**src/hdl/stssc_pkg.sv**
```systemverilog
package stssc_pkg;

    // Field and register widths.
    localparam int DataW  = 32;
    localparam int LenW   = 7;
    localparam int IdxW   = 6;
    localparam int CountW = 7;
    localparam int CfgIdxW = 1;

    // Default table depth.
    localparam int DefaultDepth = 64;

    // Operation codes.
    localparam logic OP_LOAD   = 1'b0;
    localparam logic OP_SEARCH = 1'b1;

    // Search mode codes.
    localparam logic MODE_BINARY = 1'b0;
    localparam logic MODE_INTERP = 1'b1;

    // Configuration register indexes.
    localparam logic [CfgIdxW-1:0] REG_LENGTH = 1'b0;
    localparam logic [CfgIdxW-1:0] REG_MODE   = 1'b1;

endpackage

```
**src/hdl/stssc_mem.sv**
```systemverilog
module stssc_mem #(
    parameter int TABLE_DEPTH = stssc_pkg::DefaultDepth,
    parameter int AW = $clog2(TABLE_DEPTH)
) (
    input  logic                        clk,
    input  logic                        wr_en,
    input  logic [AW-1:0]               wr_addr,
    input  logic signed [stssc_pkg::DataW-1:0] wr_data,
    input  logic [AW-1:0]               rd_addr,
    output logic signed [stssc_pkg::DataW-1:0] rd_data
);
    import stssc_pkg::*;

    logic signed [DataW-1:0] mem [TABLE_DEPTH];

    // One write port, one registered read port.
    always_ff @(posedge clk)
    begin
        if (wr_en)
        begin
            mem[wr_addr] <= wr_data;
        end
        rd_data <= mem[rd_addr];
    end

endmodule

```
**src/hdl/stssc_div.sv**
```systemverilog
module stssc_div #(
    parameter int AW = 6
) (
    input  logic                            clk,
    input  logic                            rst_n,
    input  logic                            start,
    input  logic [AW+stssc_pkg::DataW-1:0]  dividend,
    input  logic [stssc_pkg::DataW-1:0]     divisor,
    output logic                            done,
    output logic [AW-1:0]                   quotient
);
    import stssc_pkg::*;

    localparam int DW = AW + DataW;
    localparam int CW = $clog2(AW + 1);

    logic [DW-1:0] rem_reg, rem_next;
    logic [DW-1:0] dsh_reg, dsh_next;
    logic [AW-1:0] q_reg, q_next;
    logic [CW-1:0] cnt_reg, cnt_next;
    logic          busy_reg, busy_next;
    logic          done_reg, done_next;
    logic          fits;

    // Restoring division, one quotient bit per cycle. The quotient is known
    // to fit in AW bits because the offset never exceeds the span.
    always_comb
    begin
        rem_next  = rem_reg;
        dsh_next  = dsh_reg;
        q_next    = q_reg;
        cnt_next  = cnt_reg;
        busy_next = busy_reg;
        done_next = 1'b0;
        fits      = rem_reg >= dsh_reg;
        if (start)
        begin
            rem_next  = dividend;
            dsh_next  = DW'(divisor) << (AW - 1);
            q_next    = '0;
            cnt_next  = CW'(AW);
            busy_next = 1'b1;
        end
        else if (busy_reg)
        begin
            if (fits)
            begin
                rem_next = rem_reg - dsh_reg;
            end
            q_next   = AW'({q_reg, fits});
            dsh_next = dsh_reg >> 1;
            cnt_next = cnt_reg - 1'b1;
            if (cnt_reg == CW'(1))
            begin
                busy_next = 1'b0;
                done_next = 1'b1;
            end
        end
    end

    always_ff @(posedge clk or negedge rst_n)
    begin
        if (!rst_n)
        begin
            busy_reg <= 1'b0;
            done_reg <= 1'b0;
            cnt_reg  <= '0;
        end
        else
        begin
            busy_reg <= busy_next;
            done_reg <= done_next;
            cnt_reg  <= cnt_next;
        end
    end

    always_ff @(posedge clk)
    begin
        rem_reg <= rem_next;
        dsh_reg <= dsh_next;
        q_reg   <= q_next;
    end

    assign done     = done_reg;
    assign quotient = q_reg;

endmodule

```
**src/hdl/sorted_table_search_step_counter.sv**
```systemverilog
// Channel   Handshake            Payload
// input     in_valid/in_ready    operation, entry_index, data_value
// output    out_valid/out_ready  key_found, probe_count
// config    cfg_wr_en            cfg_index, cfg_data
//
// A load is written to the table as it is taken. A binary probe passes
// through the check and compare states; an interpolation probe reads both
// end values, runs the serial divider and reads the middle entry, skipping
// the divider when both end values are equal. All use the single read port.
// One search is worked on at a time; loads are taken while a result waits.
// Reset is asynchronous and clears control state; the table is not cleared.
module sorted_table_search_step_counter #(
    parameter int TABLE_DEPTH = stssc_pkg::DefaultDepth
) (
    input  logic                               clk,
    input  logic                               rst_n,
    input  logic                               cfg_wr_en,
    input  logic [stssc_pkg::CfgIdxW-1:0]      cfg_index,
    input  logic [stssc_pkg::LenW-1:0]         cfg_data,
    input  logic                               in_valid,
    output logic                               in_ready,
    input  logic                               operation,
    input  logic [stssc_pkg::IdxW-1:0]         entry_index,
    input  logic signed [stssc_pkg::DataW-1:0] data_value,
    output logic                               out_valid,
    input  logic                               out_ready,
    output logic                               key_found,
    output logic [stssc_pkg::CountW-1:0]       probe_count
);
    import stssc_pkg::*;

    localparam int AW = $clog2(TABLE_DEPTH);
    localparam int IW = AW + 1;
    localparam int LastTop = (TABLE_DEPTH - 1) / 2;

    localparam logic [3:0] S_IDLE   = 4'd0;
    localparam logic [3:0] S_CHECK  = 4'd1;
    localparam logic [3:0] S_CMP    = 4'd2;
    localparam logic [3:0] S_LO     = 4'd3;
    localparam logic [3:0] S_HI     = 4'd4;
    localparam logic [3:0] S_MUL    = 4'd5;
    localparam logic [3:0] S_DIV    = 4'd6;
    localparam logic [3:0] S_RDMID  = 4'd7;
    localparam logic [3:0] S_FINISH = 4'd8;

    logic [3:0]              state_reg, state_next;
    logic [LenW-1:0]         len_reg, len_next;
    logic                    mode_reg, mode_next;
    logic signed [IW-1:0]    low_reg, low_next;
    logic signed [IW-1:0]    high_reg, high_next;
    logic signed [IW-1:0]    mid_reg, mid_next;
    logic signed [DataW-1:0] key_reg, key_next;
    logic signed [DataW-1:0] lo_v_reg, lo_v_next;
    logic signed [DataW-1:0] hi_v_reg;
    logic [CountW-1:0]       count_reg, count_next;
    logic                    found_reg, found_next;
    logic                    out_valid_reg, out_valid_next;
    logic                    key_found_reg, key_found_next;
    logic [CountW-1:0]       probe_count_reg, probe_count_next;

    logic                    mem_we;
    logic [AW-1:0]           mem_raddr;
    logic signed [DataW-1:0] mem_rdata;
    logic                    div_start;
    logic                    div_done;
    logic [AW-1:0]           div_q;
    logic [AW+DataW-1:0]     dividend;
    logic [DataW-1:0]        divisor;
    logic [DataW:0]          num_wide;
    logic [DataW:0]          den_hold;
    logic [IW-1:0]           span;
    logic signed [IW-1:0]    last_idx;
    logic [IW:0]             mid_sum;
    logic signed [IW-1:0]    mid_bin;
    logic                    in_xfer;

    assign in_ready = (state_reg == S_IDLE);
    assign in_xfer  = in_valid && in_ready;
    assign mem_we   = in_xfer && (operation == OP_LOAD)
                      && (32'(entry_index) < 32'(TABLE_DEPTH));

    // Highest searched index from the clamped length.
    always_comb
    begin
        if (32'(len_reg) > 32'(TABLE_DEPTH))
        begin
            last_idx = IW'(LastTop);
        end
        else if (len_reg == '0)
        begin
            last_idx = '0;
        end
        else
        begin
            last_idx = IW'((len_reg - 1'b1) >> 1);
        end
    end

    // Binary midpoint; both bounds are non-negative whenever it is used.
    assign mid_sum = {1'b0, low_reg} + {1'b0, high_reg};
    assign mid_bin = IW'(mid_sum >> 1);

    // Interpolation operands: span * (key - lo) over (hi - lo).
    assign span     = high_reg - low_reg;
    assign num_wide = {key_reg[DataW-1], key_reg} - {lo_v_reg[DataW-1], lo_v_reg};
    assign den_hold = {hi_v_reg[DataW-1], hi_v_reg} - {lo_v_reg[DataW-1], lo_v_reg};
    assign dividend = (AW + DataW)'(span[AW-1:0]) * (AW + DataW)'(num_wide[DataW-1:0]);
    assign divisor  = den_hold[DataW-1:0];

    // Sequencer.
    always_comb
    begin
        state_next       = state_reg;
        len_next         = len_reg;
        mode_next        = mode_reg;
        low_next         = low_reg;
        high_next        = high_reg;
        mid_next         = mid_reg;
        key_next         = key_reg;
        lo_v_next        = lo_v_reg;
        count_next       = count_reg;
        found_next       = found_reg;
        out_valid_next   = out_valid_reg;
        key_found_next   = key_found_reg;
        probe_count_next = probe_count_reg;
        mem_raddr        = mid_reg[AW-1:0];
        div_start        = 1'b0;

        if (out_valid_reg && out_ready)
        begin
            out_valid_next = 1'b0;
        end

        if (cfg_wr_en)
        begin
            unique case (cfg_index)
                REG_LENGTH: len_next  = cfg_data;
                REG_MODE:   mode_next = cfg_data[0];
                default:    len_next  = len_reg;
            endcase
        end

        unique case (state_reg)
            S_IDLE:
            begin
                if (in_xfer && (operation == OP_SEARCH))
                begin
                    key_next   = data_value;
                    low_next   = '0;
                    high_next  = last_idx;
                    count_next = '0;
                    found_next = 1'b0;
                    state_next = S_CHECK;
                end
            end
            S_CHECK:
            begin
                if (low_reg > high_reg)
                begin
                    state_next = S_FINISH;
                end
                else if (mode_reg == MODE_BINARY)
                begin
                    mem_raddr  = mid_bin[AW-1:0];
                    mid_next   = mid_bin;
                    count_next = count_reg + 1'b1;
                    state_next = S_CMP;
                end
                else
                begin
                    mem_raddr  = low_reg[AW-1:0];
                    state_next = S_LO;
                end
            end
            S_LO:
            begin
                lo_v_next  = mem_rdata;
                mem_raddr  = high_reg[AW-1:0];
                state_next = S_HI;
            end
            S_HI:
            begin
                if ((key_reg < lo_v_reg) || (key_reg > mem_rdata))
                begin
                    count_next = CountW'(1);
                    found_next = 1'b0;
                    state_next = S_FINISH;
                end
                else if (low_reg == high_reg)
                begin
                    found_next = (key_reg == mem_rdata);
                    state_next = S_FINISH;
                end
                else
                begin
                    count_next = count_reg + 1'b1;
                    if (mem_rdata == lo_v_reg)
                    begin
                        mid_next   = low_reg;
                        state_next = S_RDMID;
                    end
                    else
                    begin
                        state_next = S_MUL;
                    end
                end
            end
            S_MUL:
            begin
                div_start  = 1'b1;
                state_next = S_DIV;
            end
            S_DIV:
            begin
                if (div_done)
                begin
                    mid_next   = low_reg + IW'(div_q);
                    state_next = S_RDMID;
                end
            end
            S_RDMID:
            begin
                mem_raddr  = mid_reg[AW-1:0];
                state_next = S_CMP;
            end
            S_CMP:
            begin
                if (key_reg == mem_rdata)
                begin
                    found_next = 1'b1;
                    state_next = S_FINISH;
                end
                else if (key_reg < mem_rdata)
                begin
                    high_next  = mid_reg - 1'b1;
                    state_next = S_CHECK;
                end
                else
                begin
                    low_next   = mid_reg + 1'b1;
                    state_next = S_CHECK;
                end
            end
            S_FINISH:
            begin
                if (!out_valid_reg || out_ready)
                begin
                    out_valid_next   = 1'b1;
                    key_found_next   = found_reg;
                    probe_count_next = count_reg;
                    state_next       = S_IDLE;
                end
            end
            default:
            begin
                state_next = S_IDLE;
            end
        endcase
    end

    // Keep the high entry for the divider, since the read port moves on.
    always_ff @(posedge clk)
    begin
        if (state_reg == S_HI)
        begin
            hi_v_reg <= mem_rdata;
        end
    end

    always_ff @(posedge clk or negedge rst_n)
    begin
        if (!rst_n)
        begin
            state_reg     <= S_IDLE;
            len_reg       <= LenW'(1);
            mode_reg      <= MODE_BINARY;
            out_valid_reg <= 1'b0;
        end
        else
        begin
            state_reg     <= state_next;
            len_reg       <= len_next;
            mode_reg      <= mode_next;
            out_valid_reg <= out_valid_next;
        end
    end

    always_ff @(posedge clk)
    begin
        low_reg         <= low_next;
        high_reg        <= high_next;
        mid_reg         <= mid_next;
        key_reg         <= key_next;
        lo_v_reg        <= lo_v_next;
        count_reg       <= count_next;
        found_reg       <= found_next;
        key_found_reg   <= key_found_next;
        probe_count_reg <= probe_count_next;
    end

    stssc_mem #(
        .TABLE_DEPTH (TABLE_DEPTH),
        .AW          (AW)
    ) u_mem (
        .clk     (clk),
        .wr_en   (mem_we),
        .wr_addr (AW'(entry_index)),
        .wr_data (data_value),
        .rd_addr (mem_raddr),
        .rd_data (mem_rdata)
    );

    stssc_div #(
        .AW (AW)
    ) u_div (
        .clk      (clk),
        .rst_n    (rst_n),
        .start    (div_start),
        .dividend (dividend),
        .divisor  (divisor),
        .done     (div_done),
        .quotient (div_q)
    );

    assign out_valid   = out_valid_reg;
    assign key_found   = key_found_reg;
    assign probe_count = probe_count_reg;

endmodule

```
**config.mk**
```make
export PLATFORM = sky130hd
export DESIGN_NAME = sorted_table_search_step_counter
export DESIGN_NICKNAME = d
export VERILOG_FILES = /design/src/hdl/stssc_pkg.sv /design/src/hdl/stssc_mem.sv /design/src/hdl/stssc_div.sv /design/src/hdl/sorted_table_search_step_counter.sv
export SDC_FILE = /design/constraint.sdc
export NUM_CORES = 2
export LEC_CHECK = 0
export ABC_AREA = 1
export BUFFER_PORTS_ARGS = -buffer_cell sky130_fd_sc_hd__buf_4
export CAP_MARGIN = 30
export CORE_ASPECT_RATIO = 1.5
export CORE_MARGIN = 5
export CORE_UTILIZATION = 45
export CTS_CLUSTER_SIZE = 25
export DETAILED_ROUTE_END_ITERATION = 7
export HOLD_SLACK_MARGIN = 0.06
export MAX_ROUTING_LAYER = met4
export PLACE_DENSITY = 0.7
export SLEW_MARGIN = 20
export SYNTH_ARGS = -nofsm -noshare
export SYNTH_HDL_FRONTEND = slang
export SYNTH_SLANG_ARGS = --single-unit
```
**constraint.sdc**
```tcl
create_clock -name clk -period 7.2 [get_ports clk]
set_input_delay 1.08 -clock clk [delete_from_list [all_inputs] [get_ports clk]]
set_output_delay 1.08 -clock clk [all_outputs]
set_load 0.05 [all_outputs]
```
---- Word level (Yosys, flattened, before mapping) ----
Memory sizes are Yosys's and may differ from the RTL's. A register that Yosys moved wholly into a read port is not among the register bits.
Index checks and enable logic that the tools add are counted.
word-level totals
  flip-flop bits (word level) ............. 232
  RAM bits ................................ 2048
  bits of input ports ..................... 52
  output and inout bits ................... 10
  word-level logic and storage cells ...... 153
  memories kept ........................... 1
memories
  name       words  bits a word  rd ports  clocked after memory_dff  wr ports  RTL line         source
  u_mem.mem  64     32           1         1                         1         stssc_mem.sv:14  logic signed [DataW-1:0] mem [TABLE_DEPTH];
cells by class
  $add $sub $neg .......................... 11
  multipliers ............................. 1
  magnitude comparators ................... 6
  equality and inequality tests ........... 26
  multiplexer cells ....................... 59
  bitwise gates (word level) .............. 2
  reduce and logical (&&, ||, !) cells .... 26
operators by type and width
  kind                                                                count
  7-bit 2-to-1 mux                                                    17
  38-bit 2-to-1 mux                                                   3
  37-bit 2-to-1 mux                                                   2
  32-bit == test                                                      2
  32-bit < comparator                                                 2
  32-bit subtractor                                                   2
  7-bit one-hot mux with 3 select lines                               2
  38-bit by 37-bit >= comparator with 1-bit output                    1
  6-bit by 32-bit multiplier with 38-bit output                       1
  38-bit by 37-bit subtractor with 38-bit output                      1
  4-bit one-hot mux with 9 select lines                               1
  32-bit > comparator                                                 1
  4-bit 2-to-1 mux                                                    7
  7-bit one-hot mux with 2 select lines                               2
  2-bit inequality test, second input constant                        10
  6-bit 2-to-1 mux                                                    3
  1-bit 2-to-1 mux                                                    17
  4-bit by 3-bit == test with 1-bit output, second input constant     4
  7-bit by 1-bit adder with 7-bit output, second input constant       2
  7-bit by 1-bit subtractor with 7-bit output, second input constant  2
  6-bit one-hot mux with 2 select lines                               1
  4-bit AND reduction                                                 3
  2-bit AND reduction                                                 5
  3-bit nonzero test                                                  3
  other kinds (26)                                                    37

---- Logic depth before layout (Yosys ltp) ----
  depth after elaboration ................. 5
  mapped depth ............................ 36
  gate-level depth less buffers ........... 36

---- By module ----
From an unflattened synthesis, not the netlist that was laid out.
second synthesis, totals
  cells, all modules ...................... 9930
  area, all modules ....................... 106818.7 um^2
modules (own cells, without submodules)
  module                            times used  cells each  area an instance (um^2)
  stssc_mem                         1           6769        82738.1
  sorted_table_search_step_counter  1           2250        17713.2
  stssc_div                         1           911         6367.4

---- Worst setup path before layout ----
OpenSTA, ideal clock, no wires.
  path type ............................... flip-flop to flip-flop
  from .................................... register low_reg[1]
  to ...................................... register u_div.rem_reg[31], data pin
  setup time .............................. 253 ps
  data arrival time ....................... 5639 ps
  required time ........................... 6947 ps
  slack ................................... 1308 ps
  cell stages (with the launch flop) ...... 32
  path buffers ............................ 2
  period minus slack after synthesis ...... 5892 ps
  cell sequence ........................... edfxtp_1 inv_1 ha_1 nand2_1 inv_1 a221oi_1 o21ai_0 xor2_1 clkbuf_1 clkbuf_1 nor2_1 fa_1 inv_1 fa_1 fa_1 inv_1 ha_1 nand3_1 nand3_1 a21oi_1 inv_1 nand2_1 nand2_1 nand2_1 nand2_1 a21boi_0 o21bai_1 a21o_1 nand2_1 nand3_1 nand3_1 nand2_1
on the way
  cells in the longest elaborated chain, start to end .. 3
RTL lines
  element                                        RTL line                                 source
  from (decl)                                    sorted_table_search_step_counter.sv:49   logic signed [IW-1:0] low_reg, low_next;
  from (signal assigned)                         sorted_table_search_step_counter.sv:290  low_reg <= low_next;
  6-bit subtractor                               sorted_table_search_step_counter.sv:104  assign span = high_reg - low_reg;
  6-bit by 32-bit multiplier with 38-bit output  sorted_table_search_step_counter.sv:107  assign dividend = (AW + DataW)'(span[AW-1:0]) * (AW + DataW)'(num_wide[DataW-1:0]);
  38-bit 2-to-1 mux                              stssc_div.sv:36                          if (start)
  via u_div.rem_next[31]                         stssc_div.sv:17                          logic [DW-1:0] rem_reg, rem_next;
  to (signal assigned)                           stssc_div.sv:79                          rem_reg <= rem_next;
  to (decl)                                      stssc_div.sv:17
The timed path passes the listed nets, and every way through them passes these cells.
A chain may end at the register's enable or synchronous reset.

---- Final worst setup path ----
  from .................................... register lo_v_reg[1]
  to ...................................... register u_div.rem_reg[34], data pin
on the way
  cells in the longest elaborated chain, start to end .. 3
RTL lines
  element                                        RTL line                                 source
  from (decl)                                    sorted_table_search_step_counter.sv:53   logic signed [DataW-1:0] lo_v_reg, lo_v_next;
  from (signal assigned)                         sorted_table_search_step_counter.sv:294  lo_v_reg <= lo_v_next;
  32-bit subtractor                              sorted_table_search_step_counter.sv:105  assign num_wide = {key_reg[DataW-1], key_reg} - {lo_v_reg[DataW-1], lo_v_reg};
  6-bit by 32-bit multiplier with 38-bit output  sorted_table_search_step_counter.sv:107
  38-bit 2-to-1 mux                              stssc_div.sv:36
  via u_div.rem_next[34]                         stssc_div.sv:17
The timed path passes the listed nets, and every way through them passes these cells.

==> impl_metrics.toml <==
[status]
status = "finished, final reports clean"

[worst_setup_path]
cp-end-kind = "register"
critical_path_class = "register to register"
worst_path_largest_cell_delay_ns = 0.54
path_buf_inv = 5
start_kind = "register"
cp_top_family = "adder cells"
path_max_fanout = 6
crit_path_top_delay_cell = "fa_1"
arrival_ns = 7.39
crit_required_ns = 7.82
cpMostUsedCell = "nand2_1"

[sta]
drv_slew = 0
min_period_ns = 6.77
grt_setup_unrepaired = "no"
final.setup_skew_ns = 0.0506
hold_viol_final = 0
relSlewSlack = 0.182
tns_ns = 0
setup_viol = 0
period_share = 0.940
max_clock_freq_mhz = 148
worstMarginPinSlew_ns = 1.23

[layout]
final_cell_mix = "nand3_1, edfxtp_1, nand2_1, inv_1, nand3b_1"
seqCellArea_um2 = 68900
fin_nets = 11100
mostFrequentLayoutCell = "nand3_1"
largest_reg_flops = 2048
multiInputGateArea_um2 = 35400
fillCellCount = 21500
syn2layout_area_growth_pct = 10.2
drive_above_1_share = 0.0633

[floorplan]
num_io_pins = 62
die_y_um = 623
start_util = 0.451
dieArea_um2 = 261000
core_um2 = 250000
die_x_um = 418
rows = 225

[synth]
synth_area_um2 = 113000
avgSynthCellArea_um2 = 10.4
synth_flop_cell = "edfxtp_1"
synth_edf_count = 2251
synth_seq_cells = 2312
synthCells = 10800
async_flop_share = 0.00779
synth_warnings = 0
yosysUniqueCellTypes = 57
seq_area_frac_synth = 0.612
syn-num-nets = 11200

[cts]
postCtsSetupRepairBufs = 0
clock-root-buffer = "clkbuf_16"
tritoncts = "done"
cts-hold-fix-buffers = 0
h-tree-depth = 4
cts_sinks = 2312
clk_latency_ns = 0.89
path_clk_slew_ns = 0.07
cts_made_buffers = 216
clockBufferDepth = 4

[grt]
grt_pass1_vias = 79900
grt_pass1_wl_mm = 489
grt_overflow = 0
grt_max_degree = 194
grt.total_usage = 0.253
antenna_found_initial = 23

[drt]
wl_per_cell_um = 23.3
ant_nets = 0
drt_wl_total_mm = 330
drt_pass1_iterations = 6
vias = 80900
drt-initial-drc-count = 8984
drc = 0
vias_per_cell = 5.70

[place]
gp_congestion = 0.978
io_buffers = 61
dp_hpwl_mm = 206

[flow_run]
drv_cap = 0

[hold_path]
hold_class = "input pin to asynchronous set/reset pin"
## final timing paths
path / startpoint / endpoint / slack (ns) / cells past startpoint
max reg2reg: lo_v_reg[1]$_DFFE_PP_ / u_div.rem_reg[34]$_DFFE_PP_ / 0.43 / 32
max: lo_v_reg[1]$_DFFE_PP_ / u_div.rem_reg[34]$_DFFE_PP_ / 0.43 / 32
max in group asynchronous: rst_n / len_reg[0]$_DFFE_PN1P_ / 6.81 / 1
min: rst_n / len_reg[4]$_DFFE_PN0P_ / 0.10 / 1
min in group clk: cfg_wr_en / mode_reg$_DFFE_PN0P_ / 0.40 / 2
min reg2reg: u_mem.rd_data[14]$_DFF_P_ / hi_v_reg[14]$_DFFE_PP_ / 0.47 / 0
## logic make-up after synthesis
family,Yosys count,synth area share
simple gates,5243,0.226
xor+xnor,83,0.00645
compound gates,585,0.0298
mux,4,0.000400
buf+inv,2237,0.0793
flops,2312,0.612
fa+ha+maj,337,0.0459
## Yosys cell counts, types with 6 or more instances
library cell  instances  area, um^2
nand3b_1            734        5510
nand4_1              25         156
o21bai_1             20         150
dfrtp_1              17         425
nand3_1            2269       11400
fa_1                127        2540
o211ai_1              7        52.6
dfxtp_1              43         861
a221oi_1              8        70.1
nor4_1               12        75.1
o21a_1               14         105
o2111ai_1             7        61.3
nor3_1               29         145
nand2_1            1730        6490
o22ai_1              23         144
clkbuf_1            189         709
nor2_1              417        1570
inv_1              1631        6120
inv_2                 8        30.0
o221ai_1             13         114
buf_2               354        1770
buf_4                15         113
a21oi_1             219        1100
edfxtp_1           2251       67600
a21boi_0              8        60.1
o21ai_0             183         916
o31ai_1               6        45.0
a21o_1               23         173
a31oi_1              37         231
or2_2                 8        50.1
ha_1                210        2630
xor2_1               38         333
xnor2_1              45         394
buf_1                30         113
## through the flow
step / utilization / instance area [um^2] / hold slack (ns) / setup WS, ns / cells
detailed placement: 0.469 / 117000 / 0.457 / 0.378 / 13800
CTS: 0.497 / 124000 / 0.0683 / 0.363 / 14200
global placement: 0.469 / 117000 / 0.456 / 0.371 / 13800
global route: 0.497 / 124000 / 0.106 / 0.0582 / 14200
floorplan: - / 113000 / 0.400 / 1.31 / 10800
finish: 0.497 / 124000 / 0.100 / 0.430 / 14200
## layer usage
| metal | routed length [um] | vias up | track usage | part of all wire |
|---|---|---|---|---|
| met5 | 0 | - | - | 0 |
| met4 | 22700 | 0 | 0.151 | 0.069 |
| met3 | 22300 | 1114 | 0.0305 | 0.068 |
| met2 | 170000 | 3834 | 0.442 | 0.51 |
| met1 | 115000 | 39300 | 0.277 | 0.35 |
| li1 | - | 36600 | - | - |
## area by class of cell
type,instances,area share
repair buffers,276,0.0207
well taps,3291,0.0332
multi-input cells,6252,0.285
inverters,1644,0.0499
clock buffers,263,0.0456
clock inverters,122,0.00964
flip-flops and latches,2312,0.555
diodes,18,0.000363
## timing repair
item,in CTS,in global routing
endpoints found under the hold margin,0,0
gates resized for setup,0,1
endpoints found under the setup margin,0,2
Power is left out: the tool's default activity adds up to more than one toggle a clock period on the data nets, which glitch-free logic cannot reach.
